### config.mk
export PLATFORM = sky130hd
export DESIGN_NAME = segment_rectangle_hit_test_top
export DESIGN_NICKNAME = d
export VERILOG_FILES = /design/src/srht_pkg.sv /design/src/srht_prep.sv /design/src/srht_cross.sv /design/src/segment_rectangle_hit_test_top.sv
export SDC_FILE = /design/constraint.sdc
export NUM_CORES = 2
export LEC_CHECK = 0
export BUFFER_PORTS_ARGS = -buffer_cell sky130_fd_sc_hd__buf_2
export CORE_MARGIN = 10
export CORE_UTILIZATION = 70
export CTS_BUF_LIST = sky130_fd_sc_hd__clkbuf_16
export DETAILED_ROUTE_END_ITERATION = 10
export GPL_TIMING_DRIVEN = 0
export PLACE_DENSITY = 0.86
export SYNTH_ARGS = -nofsm -noshare
export SYNTH_HDL_FRONTEND = slang
export SYNTH_SLANG_ARGS = --single-unit
### constraint.sdc
create_clock -name i_clk -period 15.3 [get_ports i_clk]
set_input_delay 2.295 -clock i_clk [delete_from_list [all_inputs] [get_ports i_clk]]
set_output_delay 2.295 -clock i_clk [all_outputs]
set_load 0.01 [all_outputs]
### src/srht_pkg.sv
// Shared widths and stage types for the segment / rectangle hit test.
// No dependencies; imported by srht_prep, srht_cross and the top level.
package srht_pkg;

    localparam int COORD_BITS = 16;
    localparam int DIFF_W     = COORD_BITS + 1;
    localparam int PROD_W     = 2 * DIFF_W;
    localparam int CROSS_W    = PROD_W + 1;

    // Stage 1 result: coordinate offsets from the segment start.
    typedef struct packed {
        logic [DIFF_W-1:0] ax1;  // box_first_x  - start x
        logic [DIFF_W-1:0] ax2;  // box_second_x - start x
        logic [DIFF_W-1:0] by1;  // box_first_y  - start y
        logic [DIFF_W-1:0] by2;  // box_second_y - start y
        logic [DIFF_W-1:0] dx;   // end x - start x
        logic [DIFF_W-1:0] dy;   // end y - start y
        logic              sep;  // segment and box apart on the x or y axis
    } t_prep;

    // Stage 2 result: the four partial products of the corner cross products.
    typedef struct packed {
        logic [PROD_W-1:0] a1;   // ax1 * dy
        logic [PROD_W-1:0] a2;   // ax2 * dy
        logic [PROD_W-1:0] b1;   // by1 * dx
        logic [PROD_W-1:0] b2;   // by2 * dx
        logic              sep;
    } t_prod;

endpackage

### src/srht_prep.sv
// Stage 1 of the hit test: offsets from the segment start and axis separation.
// Depends on srht_pkg.
module srht_prep
    import srht_pkg::*;
(
    input  logic                  i_clk,
    input  logic                  i_rst_n,
    input  logic                  i_vld,
    input  logic [COORD_BITS-1:0] i_sx,
    input  logic [COORD_BITS-1:0] i_sy,
    input  logic [COORD_BITS-1:0] i_ex,
    input  logic [COORD_BITS-1:0] i_ey,
    input  logic [COORD_BITS-1:0] i_x1,
    input  logic [COORD_BITS-1:0] i_y1,
    input  logic [COORD_BITS-1:0] i_x2,
    input  logic [COORD_BITS-1:0] i_y2,
    output logic                  o_vld,
    output t_prep                 o_prep
);

    logic  r_vld;
    t_prep r_prep;
    t_prep n_prep;

    function automatic logic [DIFF_W-1:0] sdiff(input logic [COORD_BITS-1:0] a,
                                                input logic [COORD_BITS-1:0] b);
        sdiff = {a[COORD_BITS-1], a} - {b[COORD_BITS-1], b};
    endfunction

    function automatic logic lt(input logic [COORD_BITS-1:0] a,
                                input logic [COORD_BITS-1:0] b);
        lt = $signed(a) < $signed(b);
    endfunction

    always_comb begin
        logic below_x, above_x, below_y, above_y;
        // both endpoints beyond the same side of the box on one axis
        below_x = lt(i_sx, i_x1) && lt(i_sx, i_x2) && lt(i_ex, i_x1) && lt(i_ex, i_x2);
        above_x = lt(i_x1, i_sx) && lt(i_x2, i_sx) && lt(i_x1, i_ex) && lt(i_x2, i_ex);
        below_y = lt(i_sy, i_y1) && lt(i_sy, i_y2) && lt(i_ey, i_y1) && lt(i_ey, i_y2);
        above_y = lt(i_y1, i_sy) && lt(i_y2, i_sy) && lt(i_y1, i_ey) && lt(i_y2, i_ey);
        n_prep.ax1 = sdiff(i_x1, i_sx);
        n_prep.ax2 = sdiff(i_x2, i_sx);
        n_prep.by1 = sdiff(i_y1, i_sy);
        n_prep.by2 = sdiff(i_y2, i_sy);
        n_prep.dx  = sdiff(i_ex, i_sx);
        n_prep.dy  = sdiff(i_ey, i_sy);
        n_prep.sep = below_x || above_x || below_y || above_y;
    end

    always_ff @(posedge i_clk) begin
        if (!i_rst_n) begin
            r_vld <= 1'b0;
        end else begin
            r_vld <= i_vld;
        end
        r_prep <= n_prep;
    end

    assign o_vld  = r_vld;
    assign o_prep = r_prep;

endmodule

### src/srht_cross.sv
// Stages 2 and 3: corner cross products against the segment line, then the
// separating-line decision. Depends on srht_pkg.
module srht_cross
    import srht_pkg::*;
(
    input  logic  i_clk,
    input  logic  i_rst_n,
    input  logic  i_vld,
    input  t_prep i_prep,
    output logic  o_vld,
    output logic  o_hit
);

    logic  r_vld2;
    t_prod r_prod;
    t_prod n_prod;
    logic  r_vld3;
    logic  r_hit;
    logic  n_hit;

    always_comb begin
        n_prod.a1  = PROD_W'($signed(i_prep.ax1) * $signed(i_prep.dy));
        n_prod.a2  = PROD_W'($signed(i_prep.ax2) * $signed(i_prep.dy));
        n_prod.b1  = PROD_W'($signed(i_prep.by1) * $signed(i_prep.dx));
        n_prod.b2  = PROD_W'($signed(i_prep.by2) * $signed(i_prep.dx));
        n_prod.sep = i_prep.sep;
    end

    function automatic logic [CROSS_W-1:0] xsub(input logic [PROD_W-1:0] a,
                                                input logic [PROD_W-1:0] b);
        xsub = {a[PROD_W-1], a} - {b[PROD_W-1], b};
    endfunction

    always_comb begin
        logic [CROSS_W-1:0] c11, c12, c21, c22;
        logic               all_pos, all_neg;
        c11 = xsub(r_prod.a1, r_prod.b1);
        c12 = xsub(r_prod.a1, r_prod.b2);
        c21 = xsub(r_prod.a2, r_prod.b1);
        c22 = xsub(r_prod.a2, r_prod.b2);
        all_neg = c11[CROSS_W-1] && c12[CROSS_W-1] && c21[CROSS_W-1] && c22[CROSS_W-1];
        all_pos = !c11[CROSS_W-1] && (c11 != '0) && !c12[CROSS_W-1] && (c12 != '0) &&
                  !c21[CROSS_W-1] && (c21 != '0) && !c22[CROSS_W-1] && (c22 != '0);
        // all corners strictly on one side of the segment line: no contact
        n_hit = !(r_prod.sep || all_pos || all_neg);
    end

    always_ff @(posedge i_clk) begin
        if (!i_rst_n) begin
            r_vld2 <= 1'b0;
            r_vld3 <= 1'b0;
        end else begin
            r_vld2 <= i_vld;
            r_vld3 <= r_vld2;
        end
        r_prod <= n_prod;
        r_hit  <= n_hit;
    end

    assign o_vld = r_vld3;
    assign o_hit = r_vld3 & r_hit;

endmodule

### src/segment_rectangle_hit_test_top.sv
// Channel   Direction  Handshake                 Payload
// request   in         start && !busy            i_seg_*, i_box_* coordinates
// result    out        o_hit_valid (one cycle)   o_hit
//
// Three register stages: offsets and axis tests, four multipliers, sign check.
// A request is taken every cycle; its result strobes after the offset, product and hit registers.
// busy stays low: the pipeline never stalls, results are not held off.
// Synchronous active-low reset clears the valid bits only.
// Top level; depends on srht_pkg, srht_prep and srht_cross.
module segment_rectangle_hit_test_top
    import srht_pkg::*;
(
    input  logic                  i_clk,
    input  logic                  i_rst_n,
    input  logic                  start,
    output logic                  busy,
    input  logic [COORD_BITS-1:0] i_seg_start_x,
    input  logic [COORD_BITS-1:0] i_seg_start_y,
    input  logic [COORD_BITS-1:0] i_seg_end_x,
    input  logic [COORD_BITS-1:0] i_seg_end_y,
    input  logic [COORD_BITS-1:0] i_box_first_x,
    input  logic [COORD_BITS-1:0] i_box_first_y,
    input  logic [COORD_BITS-1:0] i_box_second_x,
    input  logic [COORD_BITS-1:0] i_box_second_y,
    output logic                  o_hit_valid,
    output logic                  o_hit
);

    logic  s1_vld;
    t_prep s1_prep;
    logic  req;

    assign busy = 1'b0;
    assign req  = start && !busy;

    srht_prep u_prep (
        .i_clk   (i_clk),
        .i_rst_n (i_rst_n),
        .i_vld   (req),
        .i_sx    (i_seg_start_x),
        .i_sy    (i_seg_start_y),
        .i_ex    (i_seg_end_x),
        .i_ey    (i_seg_end_y),
        .i_x1    (i_box_first_x),
        .i_y1    (i_box_first_y),
        .i_x2    (i_box_second_x),
        .i_y2    (i_box_second_y),
        .o_vld   (s1_vld),
        .o_prep  (s1_prep)
    );

    srht_cross u_cross (
        .i_clk   (i_clk),
        .i_rst_n (i_rst_n),
        .i_vld   (s1_vld),
        .i_prep  (s1_prep),
        .o_vld   (o_hit_valid),
        .o_hit   (o_hit)
    );

endmodule

==> flow_metrics.env <==
export IMPL_synth_area_top_cells="fa_1 39%, ha_1 13%, inv_1 9.2%"
export IMPL_grt_start_max_net_pins=16
export IMPL_cp_max_fo=11
export IMPL_cts_buffers=29
export IMPL_postSynthCellCount=7000
export IMPL_yosysTopAreaCell="fa_1"
export IMPL_max_slew_worst_pin_slew_ns=1.20
export IMPL_num_rows=108
export IMPL_hold_buffers=0
export IMPL_fp_coreArea_um2=87200
export IMPL_cts_sinks=244
export IMPL_grtUsageTotal_pct=38.2
export IMPL_finalMaxSlewViolations=0
export IMPL_synth_warnings=0
export IMPL_yosysMostFrequentCell="inv_1"
export IMPL_ff2ff_path_depth=21
export IMPL_period_share_pct=59.5
export IMPL_yosysSeqAreaShare_pct=7.92
export IMPL_syn_nets=8965
export IMPL_start_util_pct=70.8
export IMPL_critPathLaunchType="flip-flop"
export IMPL_rsz0062_at_grt="no"
export IMPL_setup_tns_ns=0
export IMPL_cts_tree="yes"
export IMPL_htree_levels=1
export IMPL_portBuffers=132
export IMPL_r2r_end="u_cross.r_prod[136]"
export IMPL_grt_pass1_vias=52800
export IMPL_status="finished, final reports clean"
export IMPL_num_vias=50400
export IMPL_holdPathEnd="u_cross.r_prod[0]"
export IMPL_arrival_ns=9.52
export IMPL_setup_viol=0
export IMPL_ios=134
export IMPL_slew_limit_headroom_pct=19.7
export IMPL_vias_per_cell=6.03
export IMPL_reg2reg_slack_ns=6.19
export IMPL_end_kind="flip-flop"
export IMPL_crit_required_ns=15.71
export IMPL_clk_latency_ns=0.62
export IMPL_drive_gt1_share_pct=3.05
export IMPL_wl_per_cell_um=22.6
export IMPL_hold_class="reg -> reg"
export IMPL_fillers=6283
export IMPL_hold_path_startpoint="u_prep.o_prep[0]"
export IMPL_die_area_um2=100000
export IMPL_drc=0
export IMPL_cts_post_setup_buffers_inserted=0
export IMPL_postRouteAntennaNets=0
export IMPL_fin_skew_ns=0.0139
export IMPL_clockBufferDepth=3
export IMPL_syn_area_um2=61700
export IMPL_grt_pass1_wl_mm=294
export IMPL_ys_types=85
export IMPL_holdPathStages=0
export IMPL_syn_to_final_growth_pct=4.98
export IMPL_cts_clk_slew_worst_paths_ns=0.06
export IMPL_routabilityCongestion=1.08
export IMPL_synth_edf_count=0
export IMPL_die_h_um=317
export IMPL_fmax_mhz=110
export IMPL_grt_overflow=0
export IMPL_hpwl_mm=162
export IMPL_drt_pre_antenna_iters=6
export IMPL_netlist_area_leader_share_pct=38.7
export IMPL_ys_ff_latch=244
export IMPL_drtIter0Drc=4847
export IMPL_max_cap_violations=0
export IMPL_root_buffer="clkbuf_16"
export IMPL_hold_violations=0
export IMPL_path_class="reg -> reg"
export IMPL_period_minus_slack_ns=9.11
export IMPL_avgSynthCellArea_um2=8.81
export IMPL_routed_wl_mm=189
export IMPL_yosys_most_used_dff="dfxtp_1"
export IMPL_timing_rr_start="u_prep.o_prep[17]"
export IMPL_synth_commonest_cells="1504 x inv_1, 1194 x fa_1, 690 x nand2_1"
export IMPL_synthArstFlopShare_pct=0
export IMPL_post_cts_resized=0
export IMPL_num_nets_final=9128
export IMPL_die_x_um=317
export IMPL_antenna_found_initial=17
==> stage by stage <==
stage | util (%) | cell area, µm² | hold slack, ns | worst slack [ns] | cells
after floorplan | - | 61700 | 0.310 | 8.95 | 7000
after global placement | 73.2 | 63800 | 0.412 | 7.14 | 8287
after detailed placement | 73.2 | 63800 | 0.412 | 6.95 | 8287
after CTS | 74.3 | 64700 | 0.417 | 6.86 | 8341
after global routing | 74.3 | 64700 | 0.420 | 6.26 | 8344
final | 74.3 | 64800 | 0.427 | 6.19 | 8353
==> logic make-up (layout without fill, tap and decap cells) <==
| kind of cell | after synthesis | in the layout | synth area share (%) |
|---|---|---|---|
| other | 1 | 13 | 0.00608 |
| and+or+nand+nor | 2020 | 2020 | 16.5 |
| buffers and inverters | 1714 | 1900 | 10.4 |
| muxes | 17 | 17 | 0.288 |
| DFF | 244 | 244 | 7.92 |
| AOI/OAI and AO/OA | 922 | 922 | 9.61 |
| xor gates and xnor gates | 248 | 248 | 3.52 |
| adders and majority gates | 1834 | 1834 | 51.7 |
==> critical path, cell delays in order (launching register included) <==
cell	delay (ns)
dfxtp_1	0.86
clkinv_1	0.81
clkbuf_1	0.64
fa_1	0.70
inv_1	0.06
fa_1	0.55
fa_1	0.45
fa_1	0.54
inv_1	0.05
fa_1	0.49
inv_1	0.05
ha_1	0.36
nand4_1	0.10
o21ai_0	0.64
a31oi_1	0.31
a21oi_1	0.44
a211oi_1	0.20
o21bai_1	0.24
a21oi_1	0.16
o21bai_1	0.17
a21oi_1	0.10
xnor2_1	0.92
==> worst max path at each step <==
stage | from | end | cells after the start
6_report | u_prep.o_prep[17] | u_cross.r_prod[136] | 21
5_1_grt | u_prep.o_prep[17] | u_cross.r_prod[136] | 21
4_1_cts | u_prep.o_prep[17] | u_cross.r_prod[136] | 21
3_5_place_dp | u_prep.o_prep[17] | u_cross.r_prod[136] | 21
3_3_place_gp | u_prep.o_prep[17] | u_cross.r_prod[136] | 21
2_1_floorplan | u_prep.o_prep[80] | u_cross.r_prod[102] | 24
==> final cells by class <==
class	count	area, µm²	share of cell area, %
Timing Repair Buffer	132	661	1.02
Antenna cell	12	30.0	0.0464
Tap cell	1155	1450	2.23
Clock buffer	29	726	1.12
Buffer	208	791	1.22
Multi-Input combinational cell	5042	50400	77.8
Inverter	1506	5650	8.73
Sequential cell	244	4880	7.54
Clock inverter	25	213	0.328
==> state kept, by name (all words and copies together) (netlist names) <==
name and cells:
u_cross.r_hit 1, u_cross.o_vld 1, u_cross.r_vld2 1, u_prep.o_vld 1, u_cross.r_prod 137, u_prep.o_prep 103
==> layer usage <==
metal / vias to the layer above / global-route usage, % / part of all wire (%)
li1: 22100 / - / -
met1: 24700 / 47.7 / 37
met2: 2895 / 58.4 / 43
met3: 709 / 12.9 / 13
met4: 16 / 20.3 / 6.5
met5: - / 0 / 0.061
==> cell usage in the layout (no fill, tap or decap), drive strengths merged, types with 33 or more instances in the layout <==
master,instances
buf,136
xnor2,186
ha,640
nor2b,70
a211oi,33
a21o,114
a21boi,44
inv,1513
xor2,62
fa,1194
nor2,287
o21a,52
nand2,690
nand3,54
a21oi,227
nand2b,66
o21ai,223
dfxtp,244
clkbuf,233
a31oi,44
nand4,61
and2,599
nor3,60
Power is not shown: default switching activity piles up to over one toggle a cycle in this logic, so the estimate is an artifact.
